### src/bc40_pkg.sv
// shared types, constants and symbol helpers for the base-40 callsign codec
package bc40_pkg;

    localparam int NCHARS     = 9;
    localparam int CHAR_W     = 8;
    localparam int CODE_W     = 48;
    localparam int DIGIT_W    = 6;
    localparam int SHIFT_BITS = 3;                     // bits folded in per cell, 8 divides 40
    localparam int NCELLS     = CODE_W / SHIFT_BITS;
    localparam int ENC_CNT_W  = 4;
    localparam int SIDE_W     = NCHARS * CHAR_W;
    localparam int TDATA_W    = SIDE_W + CODE_W;
    localparam int TUSER_IN_W  = 1;
    localparam int TUSER_OUT_W = 2;
    localparam int BCAST_LEN  = 4;

    localparam logic [CODE_W-1:0] EXT_OFFSET = 48'hEE6B28000000;
    localparam logic [CODE_W-1:0] EXT_FLOOR  = 48'hEE6B27FFFFFF;
    localparam logic [CODE_W-1:0] CODE_LIMIT = 48'hF46108FFFFFF;
    localparam logic [CODE_W-1:0] CODE_BCAST = 48'hFFFFFFFFFFFF;

    localparam logic [CHAR_W-1:0] CH_NUL   = 8'h00;
    localparam logic [CHAR_W-1:0] CH_SPACE = 8'h20;
    localparam logic [CHAR_W-1:0] CH_HASH  = 8'h23;

    // "@ALL" and "@INVALID", character 0 in the lowest byte, zero padded
    localparam logic [SIDE_W-1:0] BCAST_TXT = 72'h00_0000_0000_4C4C_4140;
    localparam logic [SIDE_W-1:0] INVAL_TXT = 72'h00_4449_4C41_564E_4940;

    typedef enum logic {
        OP_ENCODE = 1'b0,
        OP_DECODE = 1'b1
    } bc_op_t;

    typedef enum logic [1:0] {
        ST_NORMAL  = 2'd0,
        ST_BCAST   = 2'd1,
        ST_INVALID = 2'd2
    } bc_status_t;

    // one item as it travels down the cell row
    typedef struct packed {
        bc_op_t                          op;
        logic                            ext;
        bc_status_t                      status;
        logic [SIDE_W-1:0]               side;      // encode text or decode code echo
        logic [ENC_CNT_W-1:0]            enc_left;  // encode digits still to fold in
        logic [CODE_W-1:0]               acc;
        logic [NCHARS-1:0][DIGIT_W-1:0]  dig;
    } bc_lane_t;

    // alphabet index of a character, anything outside the alphabet maps to space
    function automatic logic [DIGIT_W-1:0] sym_index(input logic [CHAR_W-1:0] ch);
        logic [DIGIT_W-1:0] idx;
        idx = '0;
        if (ch >= 8'h41 && ch <= 8'h5A) begin
            idx = DIGIT_W'(ch - 8'h40);
        end else if (ch >= 8'h30 && ch <= 8'h39) begin
            idx = DIGIT_W'(ch - 8'h15);
        end else if (ch == 8'h2D) begin
            idx = 6'd37;
        end else if (ch == 8'h2F) begin
            idx = 6'd38;
        end else if (ch == 8'h2E) begin
            idx = 6'd39;
        end
        return idx;
    endfunction

    // character of an alphabet index
    function automatic logic [CHAR_W-1:0] sym_char(input logic [DIGIT_W-1:0] idx);
        logic [CHAR_W-1:0] ch;
        ch = CH_NUL;
        if (idx == '0) begin
            ch = CH_SPACE;
        end else if (idx <= 6'd26) begin
            ch = 8'h40 + CHAR_W'(idx);
        end else if (idx <= 6'd36) begin
            ch = 8'h15 + CHAR_W'(idx);
        end else if (idx == 6'd37) begin
            ch = 8'h2D;
        end else if (idx == 6'd38) begin
            ch = 8'h2F;
        end else if (idx == 6'd39) begin
            ch = 8'h2E;
        end
        return ch;
    endfunction

endpackage

### src/bc40_cell.sv
// one cell of the conversion row: folds three code bits into base-40 digits or one digit into the code
module bc40_cell (
    input  logic                aclk,
    input  logic                aresetn,
    input  logic                in_valid,
    output logic                in_ready,
    input  bc40_pkg::bc_lane_t  in_lane,
    output logic                out_valid,
    input  logic                out_ready,
    output bc40_pkg::bc_lane_t  out_lane
);
    import bc40_pkg::*;

    logic      valid_reg;
    bc_lane_t  lane_reg;
    bc_lane_t  lane_next;

    logic [NCHARS-1:0][2:0] quo;
    logic [NCHARS-1:0][2:0] rem;
    logic [9:0]             prod;
    logic [DIGIT_W-1:0]     rem_full;

    assign in_ready  = !valid_reg || out_ready;
    assign out_valid = valid_reg;
    assign out_lane  = lane_reg;

    always_comb begin
        lane_next = in_lane;
        prod      = '0;
        rem_full  = '0;
        // digit / 5 by reciprocal, exact for digits below 40
        for (int i = 0; i < NCHARS; i++) begin
            prod     = 10'(in_lane.dig[i]) * 10'd13;
            quo[i]   = prod[8:6];
            rem_full = in_lane.dig[i] - DIGIT_W'(quo[i]) * 6'd5;
            rem[i]   = rem_full[2:0];
        end
        if (in_lane.op == OP_DECODE) begin
            // digits = digits * 8 + top bits; carry out of a digit is digit / 5
            lane_next.acc = {in_lane.acc[CODE_W-SHIFT_BITS-1:0], {SHIFT_BITS{1'b0}}};
            lane_next.dig[0] = {rem[0], in_lane.acc[CODE_W-1 -: SHIFT_BITS]};
            for (int i = 1; i < NCHARS; i++) begin
                lane_next.dig[i] = {rem[i], quo[i-1]};
            end
        end else if (in_lane.enc_left != '0) begin
            // horner step: acc * 40 + most significant pending digit
            lane_next.acc = {in_lane.acc[CODE_W-6:0], 5'b0}
                          + {in_lane.acc[CODE_W-4:0], 3'b0}
                          + CODE_W'(in_lane.dig[NCHARS-1]);
            for (int i = NCHARS - 1; i > 0; i--) begin
                lane_next.dig[i] = in_lane.dig[i-1];
            end
            lane_next.dig[0]  = '0;
            lane_next.enc_left = in_lane.enc_left - ENC_CNT_W'(1);
        end
    end

    always_ff @(posedge aclk) begin
        if (!aresetn) begin
            valid_reg <= 1'b0;
        end else if (in_ready) begin
            valid_reg <= in_valid;
        end
        if (in_ready && in_valid) begin
            lane_reg <= lane_next;
        end
    end

endmodule

### config.mk
export PLATFORM = sky130hd
export DESIGN_NAME = bc40_cell
export DESIGN_NICKNAME = d
export VERILOG_FILES = /design/src/bc40_pkg.sv /design/src/bc40_cell.sv
export SDC_FILE = /design/constraint.sdc
export NUM_CORES = 1
export LEC_CHECK = 0
export BUFFER_PORTS_ARGS = -buffer_cell sky130_fd_sc_hd__buf_2
export CORE_MARGIN = 4
export CORE_UTILIZATION = 58
export DETAILED_ROUTE_END_ITERATION = 8
export PLACE_DENSITY = 0.87
export SYNTH_ARGS = -nofsm -noshare
export SYNTH_HDL_FRONTEND = slang
export SYNTH_SLANG_ARGS = --single-unit
### constraint.sdc
create_clock -name aclk -period 10.97 [get_ports aclk]
set_clock_uncertainty 0.2 [all_clocks]
set_input_delay 0.5485 -clock aclk [delete_from_list [all_inputs] [get_ports aclk]]
set_output_delay 0.5485 -clock aclk [all_outputs]
set_load 0.01 [all_outputs]
== Word-level counts from Yosys, hierarchy flattened ==
Index checks and enable logic that the tools add are counted.
Word-level totals
  register bits: 183
  latch bits: 0
  memory bits (writable): 0
  bits in read-only memories: 0
  input port bits: 186
  output and inout port bits: 184
  logic and storage cells: 54
  memories kept: 0
Cells by class
  $add $sub $neg: 12
  multiply operators: 18
  div/mod/pow operators: 0
  $lt $le $gt $ge: 0
  eq/ne operators: 0
  shift operators: 0
  multiplexer cells: 3
  bitwise operators: 0
  reductions and logical operators: 4
Operator list (count)
  $mux 106: 1
  $mux 102: 1
  $mul 6x4->9 const B: 9
  $add 48x48->48: 1
  $add 48x6->48: 1
  $mul 3x3->3 const B: 9
  $sub 3x3->3: 9
  $mux 4: 1
  $reduce_bool 4->1: 1
  $sub 4x1->4 const B: 1
  $logic_and 1x1->1: 1
  $logic_not 1->1: 1
  $logic_or 1x1->1: 1

== Logic depth before layout (Yosys ltp) ==
Gate-level depths: netlist of run 1.
  depth after elaboration: 4
  depth in mapped cells: 15
  depth with buffers taken out: 15

== Worst setup path before layout of run 1 ==
No wires, ideal clock.
  kind: input to register
  start point: input out_ready
  end point: register lane_reg, in the netlist out_lane[0] (enable)
  setup time: 0.565 ns
  arrival: 4.918 ns
  data required time: 10.205 ns
  slack: 5.287 ns
  stages: 2
  cell sequence: nand2b_1 -> and2_1
On the way
  longest elaborated chain between the ends: 2
Ends and longest elaborated chain
  from (decl): RTL line bc40_cell.sv:9  | input logic out_ready,
  $logic_or 1x1->1: RTL line bc40_cell.sv:23  | assign in_ready = !valid_reg || out_ready;
  $logic_and 1x1->1: RTL line bc40_cell.sv:64  | if (in_ready && in_valid) begin
  to (signal assigned): RTL line bc40_cell.sv:65  | lane_reg <= lane_next;
  to (decl): RTL line bc40_cell.sv:15  | bc_lane_t lane_reg;
Every way passes these cells.
A chain may end at the register's enable or synchronous reset.

==> results_dict.tcl, run 1 <==
set metrics [dict create \
    p_leak_uw 0.007911 \
    period_needed_ps 3949 \
    relSlewSlack 0.2248 \
    status "finished, final reports clean" \
    cap_violations 0 \
    crit_path_end_kind "flop" \
    rsz0062_at_grt "false" \
    wire_per_inst_um 18.82 \
    ff2ff_path_depth 3 \
    num_vias 11489 \
    final.period_utilization 0.3599 \
    holdPathStages 1 \
    drt_wl_total_um 37920 \
    drt-initial-drc-count 763 \
    cts_resized 0 \
    syn2layout_area_growth_pct 19.21 \
    finalMaxSlewViolations 0 \
    track_usage 0.2745 \
    rrSetupSlack_ps 8640 \
    yosys_warnings 0 \
    tns_ps 0 \
    die_area_um2 26990 \
    synth-edff-count 182 \
    max_stage_delay_ps 470 \
    path_class "input port to flop" \
    n_fill_cell 1715 \
    arrival_ps 3900 \
    grt_max_degree 87 \
    htree_levels 4 \
    setup_viol_count_final 0 \
    numClockSinks 183 \
    reg2reg_from "out_valid" \
    cp_max_fo 6 \
    clkTransAtPathRegs_ps 90 \
    cts_setup_buffers 0 \
    antenna_found_initial 8 \
    syn-instance-count 1340 \
    critPathLaunchType "input port" \
    grt_pass1_wl_um 58820 \
    ys.flop_type "edfxtp_1" \
    portBuffers 369 \
    cts_made_buffers 17 \
    clockBufferDepth 2 \
    min_path_type "input port to flop" \
    detailed_place_hpwl_um 29110 \
    min_to "out_lane[171]" \
    ir_drop_mv 0.09090 \
    die_h_um 164.3 \
    die_w_um 164.3 \
    drc_errors 0 \
    core_um2 23750 \
    start_util 0.5965 \
    via_per_inst 5.702 \
    grt_pass1_vias 11539 \
    p_per_area_nw_per_um2 150.7 \
    ios 370 \
    dr.pass1.iters 5 \
    finalNetCount 2098 \
    path_cells "buf_2, ha_1, fa_1, ha_1, a41o_1, a21oi_1, xnor2_1, ha_1, inv_1, fa_1, xor2_1, xnor2_1, xnor2_1, a21oi_1" \
    tritoncts "yes" \
    final_common_cell "buf_2" \
    min_from "in_lane[171]" \
    holdBufCountCts 0 \
    synthesis.nets 1759 \
    hold_viol 0 \
    drive_above_1_share 0.2742 \
    syn-cell-area_um2 14170 \
    grt-ovfl-total 0 \
    synth_seq_cells 183 \
    timing.fmax_mhz 253.3 \
    multiInputGateArea_um2 8099 \
    synthArstFlopShare 0 \
    syn_area_per_cell_um2 10.57 \
    yosysSeqAreaShare 0.3871 \
    tightest_slew_ps 1163 \
    yosys.cell_types.count 72 \
    routabilityCongestion 0.9184 \
    crit_slowest_cell "fa_1" \
    root_buffer "clkbuf_16" \
    ant_nets 0 \
    layout_common_cells "buf_2 (368), ha_1 (204), edfxtp_1 (182)" \
    whs_ps 75.14 \
    clk_latency_ps 440 \
    r2r-end "out_lane[70]" \
    worstPathRequired_ps 10920 \
    rows 56 \
    seqCellArea_um2 5485 \
]
registers in the layout (all words and copies together) (netlist names):
register   count
out_lane     182
out_valid      1
through the flow:
| step | power (uW) | util | cells | worst slack [ps] | area, um^2 |
|---|---|---|---|---|---|
| finish | 2546 | 0.7111 | 2015 | 7021 | 16890 |
| detailed placement | 1900 | 0.6844 | 1979 | 6615 | 16260 |
| global route | 2704 | 0.7110 | 2014 | 6863 | 16890 |
| global placement | 1851 | 0.6844 | 1979 | 6807 | 16260 |
| floorplan | 1617 | - | 1340 | 5287 | 14170 |
| CTS | 2555 | 0.7107 | 2011 | 7075 | 16880 |
cell usage after synthesis (10+ instances only):
cell type,n,area share
a211oi_1,16,0.0085
a21o_1,20,0.011
a21oi_1,115,0.041
a41o_1,10,0.0071
clkbuf_1,43,0.011
edfxtp_1,182,0.39
fa_1,29,0.041
ha_1,204,0.18
inv_1,103,0.027
mux2_2,29,0.023
mux2i_1,28,0.020
nand2_1,104,0.028
nand3_1,12,0.0042
nor2_1,90,0.024
nor2b_1,25,0.011
nor3_1,14,0.0049
o21ai_0,77,0.027
xnor2_1,76,0.047
xor2_1,46,0.028
where the power goes:
group / internal [uW] / switching, uW / total, uW / leakage (uW)
logic: 436 / 564 / 1000 / 0.00584
clock network: 314 / 333 / 646 / 0.000296
registers: 878 / 20.7 / 899 / 0.00177
total: 1630 / 918 / 2550 / 0.00791
worst max path at each step:
stage	startpoint	endpoint	slack, ps
3_3_place_gp	in_lane[49]	out_lane[53]	6810
5_1_grt	in_lane[8]	out_lane[11]	6860
4_1_cts	in_lane[49]	out_lane[53]	7080
2_1_floorplan	out_ready	out_lane[0]	5290
6_report	in_lane[8]	out_lane[11]	7020
3_5_place_dp	in_lane[49]	out_lane[53]	6620
metal layers:
layer / vias up / GRT usage / part of all wire
met4: 10 / 0.1224 / 0.037
met5: - / 0 / 0.0017
li1: 5509 / - / -
met1: 5437 / 0.3268 / 0.38
met2: 435 / 0.4768 / 0.50
met3: 98 / 0.05922 / 0.075
logic make-up after synthesis:
logic type	Yosys count	share of synthesized area
buffers and inverters	157	0.04212
flip-flops	183	0.3871
adder cells (fa/ha/maj)	233	0.2211
AO/OA/AOI/OAI	301	0.1375
multiplexers	57	0.04283
XOR/XNOR	122	0.07542
AND/OR/NAND/NOR	287	0.09387
final cells by class:
type,instances,area share
clock inverter,15,0.01170
tap,319,0.02363
timing repair buffer,374,0.1117
clock buffer,17,0.02519
sequential,183,0.3248
antenna,4,0.0005926
multi-input combinational,1000,0.4795
inverter,103,0.02289
worst max-delay path: cells and delay by family:
| family | cells | cell delay [ps] |
|---|---|---|
| AOI/OAI and AO/OA | 3 | 550 |
| adders and majority gates | 5 | 1750 |
| buffers and inverters | 2 | 220 |
| xor gates and xnor gates | 4 | 810 |
No activity file was read; power rests on OpenSTA's default activity.
==> run 2, diff against run 1 <==
Settings changed: ABC_AREA from default to 1, CORE_UTILIZATION 58 to 50, PLACE_DENSITY 0.87 to 0.78.
Clock period 10.97 ns to 3.5 ns, I/O delays scaled along.
==> results_dict.tcl, run 2 <==
set metrics [dict create \
    dp_cells 2717 \
    p_total_uw 8501 \
    cts_made_buffers 17 \
    relSlewSlack 0.5627 \
    start_util 0.5128 \
    rows 63 \
    final_common_cell "nand2_1" \
    syn_area_per_cell_um2 7.889 \
    path_class "input port to flop" \
    p_leak_uw 0.01047 \
    finalMaxSlewViolations 0 \
    arrival_ps 3470 \
    portBuffers 369 \
    synth.most_common_cell "nand2_1" \
    ant_nets 0 \
    numClockSinks 183 \
    swShare 0.3736 \
    p_sw_uw 3176 \
    num_vias 15629 \
    antenna_found_initial 4 \
    power_frac_comb 0.424 \
    syn2layout_area_growth_pct 32.79 \
    track_usage 0.3034 \
    ys.flop_type "edfxtp_1" \
    yosysSeqAreaShare 0.3571 \
    finalNetCount 2922 \
    n_fill_cell 2327 \
    detailed_place_hpwl_um 37470 \
    drt-initial-drc-count 1675 \
    synth_common_cells "nand2_1 (618), inv_1 (305), ha_1 (204)" \
    core_um2 29950 \
    drive_above_1_share 0.2162 \
    synthesis.nets 2366 \
    status "finished, final reports clean" \
    whs_ps 4.910 \
    cp_max_fo 5 \
    seq_power_share 0.329 \
    drt_wl_total_um 52340 \
    grt_pass1_vias 15413 \
    die_area_um2 33590 \
    wire_per_inst_um 17.98 \
    synth.largest_area_cell "edfxtp_1" \
    synth.top_cell.area_share 0.3558 \
    ys_top_cells_by_area "edfxtp_1 (36%), ha_1 (17%), nand2_1 (15%)" \
    yosys_warnings 0 \
    ios 370 \
    routabilityCongestion 0.9537 \
    htree_levels 4 \
    timing.fmax_mhz 287.7 \
    grt_max_degree 101 \
    ir_drop_mv 0.3036 \
    grt_pass1_wl_um 81110 \
    period_needed_ps 3476 \
    synth-edff-count 182 \
    largest_reg_flops 182 \
    drc_errors 0 \
    internal_power_uw 5324 \
    synthArstFlopShare 0 \
    min_path_type "input port to flop" \
    seqCellArea_um2 5487 \
    grt-ovfl-total 0 \
    crit_path_end_kind "flop" \
    die_h_um 183.3 \
    via_per_inst 5.371 \
    setup_viol_count_final 0 \
    synth_seq_cells 183 \
    clockBufferDepth 2 \
    hold_viol 0 \
    syn-instance-count 1947 \
    multiInputGateArea_um2 8695 \
    tightest_slew_ps 656.0 \
    cap_violations 0 \
    clk_latency_ps 440 \
    final.period_utilization 0.9932 \
    fin_cells 2910 \
    tns_ps 0 \
    worstPathRequired_ps 3490 \
    yosys.cell_types.count 37 \
    die_w_um 183.3 \
    critPathLaunchType "input port" \
    layout_common_cells "nand2_1 (610), buf_2 (366), inv_1 (304)" \
    dr.pass1.iters 7 \
    root_buffer "clkbuf_16" \
    clkTransAtPathRegs_ps 80 \
    syn-cell-area_um2 15360 \
    clkPwrFrac 0.246 \
    p_per_area_nw_per_um2 416.8 \
    tritoncts "yes" \
]
-- run 2: cells by family after synthesis --
family                   count (synthesis)  share of synthesized area
AND/OR/NAND/NOR                        877                     0.2282
AO/OA/AOI/OAI                          222                    0.07885
XOR/XNOR                                69                    0.04130
flip-flops                             183                     0.3571
buffers and inverters                  363                    0.09058
adder cells (fa/ha/maj)                233                     0.2040
-- run 2: final timing paths --
kind	start	to	slack [ps]	cells past startpoint
worst min register to register	out_valid	out_lane[121]	680	2
worst max register to register	out_valid	out_lane[42]	1830	2
worst max-delay path	in_lane[10]	out_lane[11]	20	17
worst min-delay path	in_lane[30]	out_lane[33]	5	3
-- run 2: metrics by stage --
stage	setup WS [ps]	util	cell area, um^2
finish	23.71	0.6809	20400
global placement	-89.76	0.6003	17980
floorplan	-475.6	-	15370
CTS	30.36	0.6739	20190
detailed placement	-282.1	0.6003	17980
global route	-33.36	0.6809	20400
-- run 2: layout make-up --
cell class / count / share of cell area
flip-flops and latches: 183 / 0.2690
clock buffers: 17 / 0.02086
diodes: 4 / 0.0004908
multi-input cells: 1401 / 0.4263
inverters: 320 / 0.05889
clock inverters: 15 / 0.01012
well taps: 390 / 0.02392
repair buffers: 580 / 0.1904
-- run 2: power by group through the flow --
stage / combinational [uW] / clock (uW) / sequential (uW)
floorplan: 1980 / 0 / 2960
global placement: 3080 / 0 / 2840
detailed placement: 3210 / 0 / 2840
CTS: 3400 / 2090 / 2790
global route: 3990 / 2210 / 2810
finish: 3610 / 2090 / 2800
-- run 2: worst max-delay path, stage by stage --
cell,delay [ps]
dlygate4sd3_1,550
buf_2,180
fa_1,470
ha_1,330
a21oi_1,180
o21ai_2,110
xor2_2,210
buf_4,160
nand2_1,50
o21ai_0,110
fa_2,370
xnor2_2,150
xor2_1,160
inv_1,80
nand2_1,60
nand2_1,60
o21ai_1,60
-- run 2: repair_timing --
action                                  4_1_cts  5_1_grt
gates resized for setup                       0       57
setup buffers                                 0        3
endpoints found under the setup margin        0       15
hold buffers                                157        0
endpoints found under the hold margin       145        0
-- run 2: metal layers --
layer	part of all wire	vias to the layer above	global-route usage	routed length (um)
met3	0.068	174	0.03649	3535
met1	0.37	7222	0.3621	19550
met2	0.51	814	0.5433	26440
met5	0	-	0	0
met4	0.054	0	0.1460	2812
li1	-	7419	-	-
==> run 3, diff against run 2 <==
Settings changed: CORE_ASPECT_RATIO from default to 0.9.
==> results_dict.tcl, run 3 (synthesized netlist as in run 2, its figures left out) <==
set metrics [dict create \
    cp_max_fo 4 \
    via_per_inst 5.291 \
    final.period_utilization 0.9676 \
    ant_nets 0 \
    relSlewSlack 0.5563 \
    finalMaxSlewViolations 0 \
    portBuffers 369 \
    seqCellArea_um2 5487 \
    core_um2 30100 \
    ff2ff_path_depth 2 \
    min_from "in_lane[34]" \
    hold_viol 1 \
    crit_path_end_kind "flop" \
    clockBufferDepth 2 \
    syn2layout_area_growth_pct 33.15 \
    worstPathRequired_ps 3470 \
    rows 60 \
    final_common_cell "nand2_1" \
    clk_latency_ps 430 \
    path_class "input port to flop" \
    grt_pass1_vias 15354 \
    p_leak_uw 0.01048 \
    critPathLaunchType "input port" \
    rrSetupSlack_ps 1840 \
    holdPathStages 3 \
    layout_common_cells "nand2_1 (609), buf_2 (366), inv_1 (304)" \
    wire_per_inst_um 17.71 \
    root_buffer "clkbuf_16" \
    antenna_found_initial 7 \
    ios 370 \
    timing.fmax_mhz 295.3 \
    min_path_type "input port to flop" \
    setup_viol_count_final 0 \
    cap_violations 0 \
    p_total_uw 8410 \
    clkTransAtPathRegs_ps 90 \
    p_per_area_nw_per_um2 411.2 \
    seq_power_share 0.333 \
    reg2reg_from "out_valid" \
    die_w_um 192.8 \
    clkPwrFrac 0.239 \
    dp_cells 2737 \
    start_util 0.5102 \
    drt_wl_total_um 51920 \
    grt-ovfl-total 0 \
    dpl_cell_area_um2 18060 \
    drt-initial-drc-count 1267 \
    drc_errors 0 \
    period_needed_ps 3387 \
    max_stage_delay_ps 510 \
    n_fill_cell 2353 \
    p_sw_uw 3196 \
    tightest_slew_ps 665.5 \
    multiInputGateArea_um2 8690 \
    track_usage 0.2987 \
    rsz0062_at_grt "true" \
    die_area_um2 33590 \
    largest_reg_flops 182 \
    arrival_ps 3350 \
    drive_above_1_share 0.2174 \
    num_vias 15514 \
    htree_levels 4 \
    internal_power_uw 5214 \
    status "finished with violations" \
    timing.critical_path.from "in_lane[20]" \
    whs_ps -7.203 \
    grt_pass1_wl_um 79810 \
    fin_cells 2932 \
    crit_slowest_cell "fa_1" \
    die_h_um 174.3 \
    tritoncts "yes" \
    ir_drop_mv 0.3881 \
    path_cells "buf_2, ha_1, inv_1, fa_1, inv_1, ha_1, a21oi_1, o21ai_1, nand2_1, nand2_2, inv_1, ha_1, inv_1, fa_2, xnor2_2, xor2_1, nand2_1, nand2_1, o21ai_1" \
    detailed_place_hpwl_um 38230 \
    violations "negative hold slack" \
    swShare 0.3801 \
    finalInstanceArea_um2 20450 \
    power_frac_comb 0.428 \
    dr.pass1.iters 7 \
    path_common_cell "inv_1" \
    cts_made_buffers 17 \
    grt_max_degree 103 \
    finalNetCount 2927 \
    numClockSinks 183 \
    routabilityCongestion 0.9750 \
]
==> run 3: changes by cell type in the layout (fill, tap and decap cells not counted), sizes merged <==
cell	delta
dlygate4sd3	-3
clkinvlp	-1
inv	-2
dlymetal6s4s	-1
bufinv	-2
buf	+9
diode	+4
clkinv	+5
==> run 3: critical path: cells and delay by family <==
family	cells	cell delay, ps
buf+inv	5	380
simple gates	4	350
xor+xnor	2	390
compound gates	3	380
fa+ha+maj	5	1650
==> run 3: worst paths after layout <==
kind,to
max reg2reg,out_lane[35]
max,out_lane[23]
min,out_lane[34]
min reg2reg,out_lane[166]
==> run 3: metal layers <==
layer / routed length, um / track usage / up-vias
li1: - / - / 7437
met1: 19540 / 0.3508 / 7174
met2: 25880 / 0.5249 / 746
met3: 3656 / 0.04237 / 157
met4: 2838 / 0.1586 / 0
met5: 0 / 0 / -
==> run 3: metrics by stage <==
step                      hold WS (ps)  setup TNS, ps  utilization  worst slack (ps)
after floorplan                  73.87         -86560            -            -475.6
after global placement           151.3         -397.0       0.6000            -132.6
final                           -7.203              0       0.6794             113.3
after global routing             9.116         -132.1       0.6793            -38.88
after CTS                       0.7260              0       0.6714             33.30
after detailed placement         153.3          -1706       0.6000            -300.1
==> run 3: power by group through the flow <==
stage          Sequential (uW)  Combinational, uW  Clock [uW]
2_1_floorplan             2960               1980           0
3_5_place_dp              2840               3230           0
6_report                  2800               3600        2010
3_3_place_gp              2830               3110           0
5_1_grt                   2810               4000        2130
4_1_cts                   2790               3430        2030
==> run 3: final cells by class <==
type | count | area share
clock buffers | 17 | 0.02080
repair buffers | 585 | 0.1919
clock inverters | 15 | 0.009788
well taps | 403 | 0.02465
inverters | 320 | 0.05873
diodes | 8 | 0.0009788
multi-input cells | 1401 | 0.4249
flip-flops and latches | 183 | 0.2683
==> run 3: what timing repair did <==
item	4_1_cts	5_1_grt
hold endpoints to repair	145	1
gates resized for setup	0	56
setup endpoints to repair	0	12
hold buffers	152	1
buffers inserted	0	4
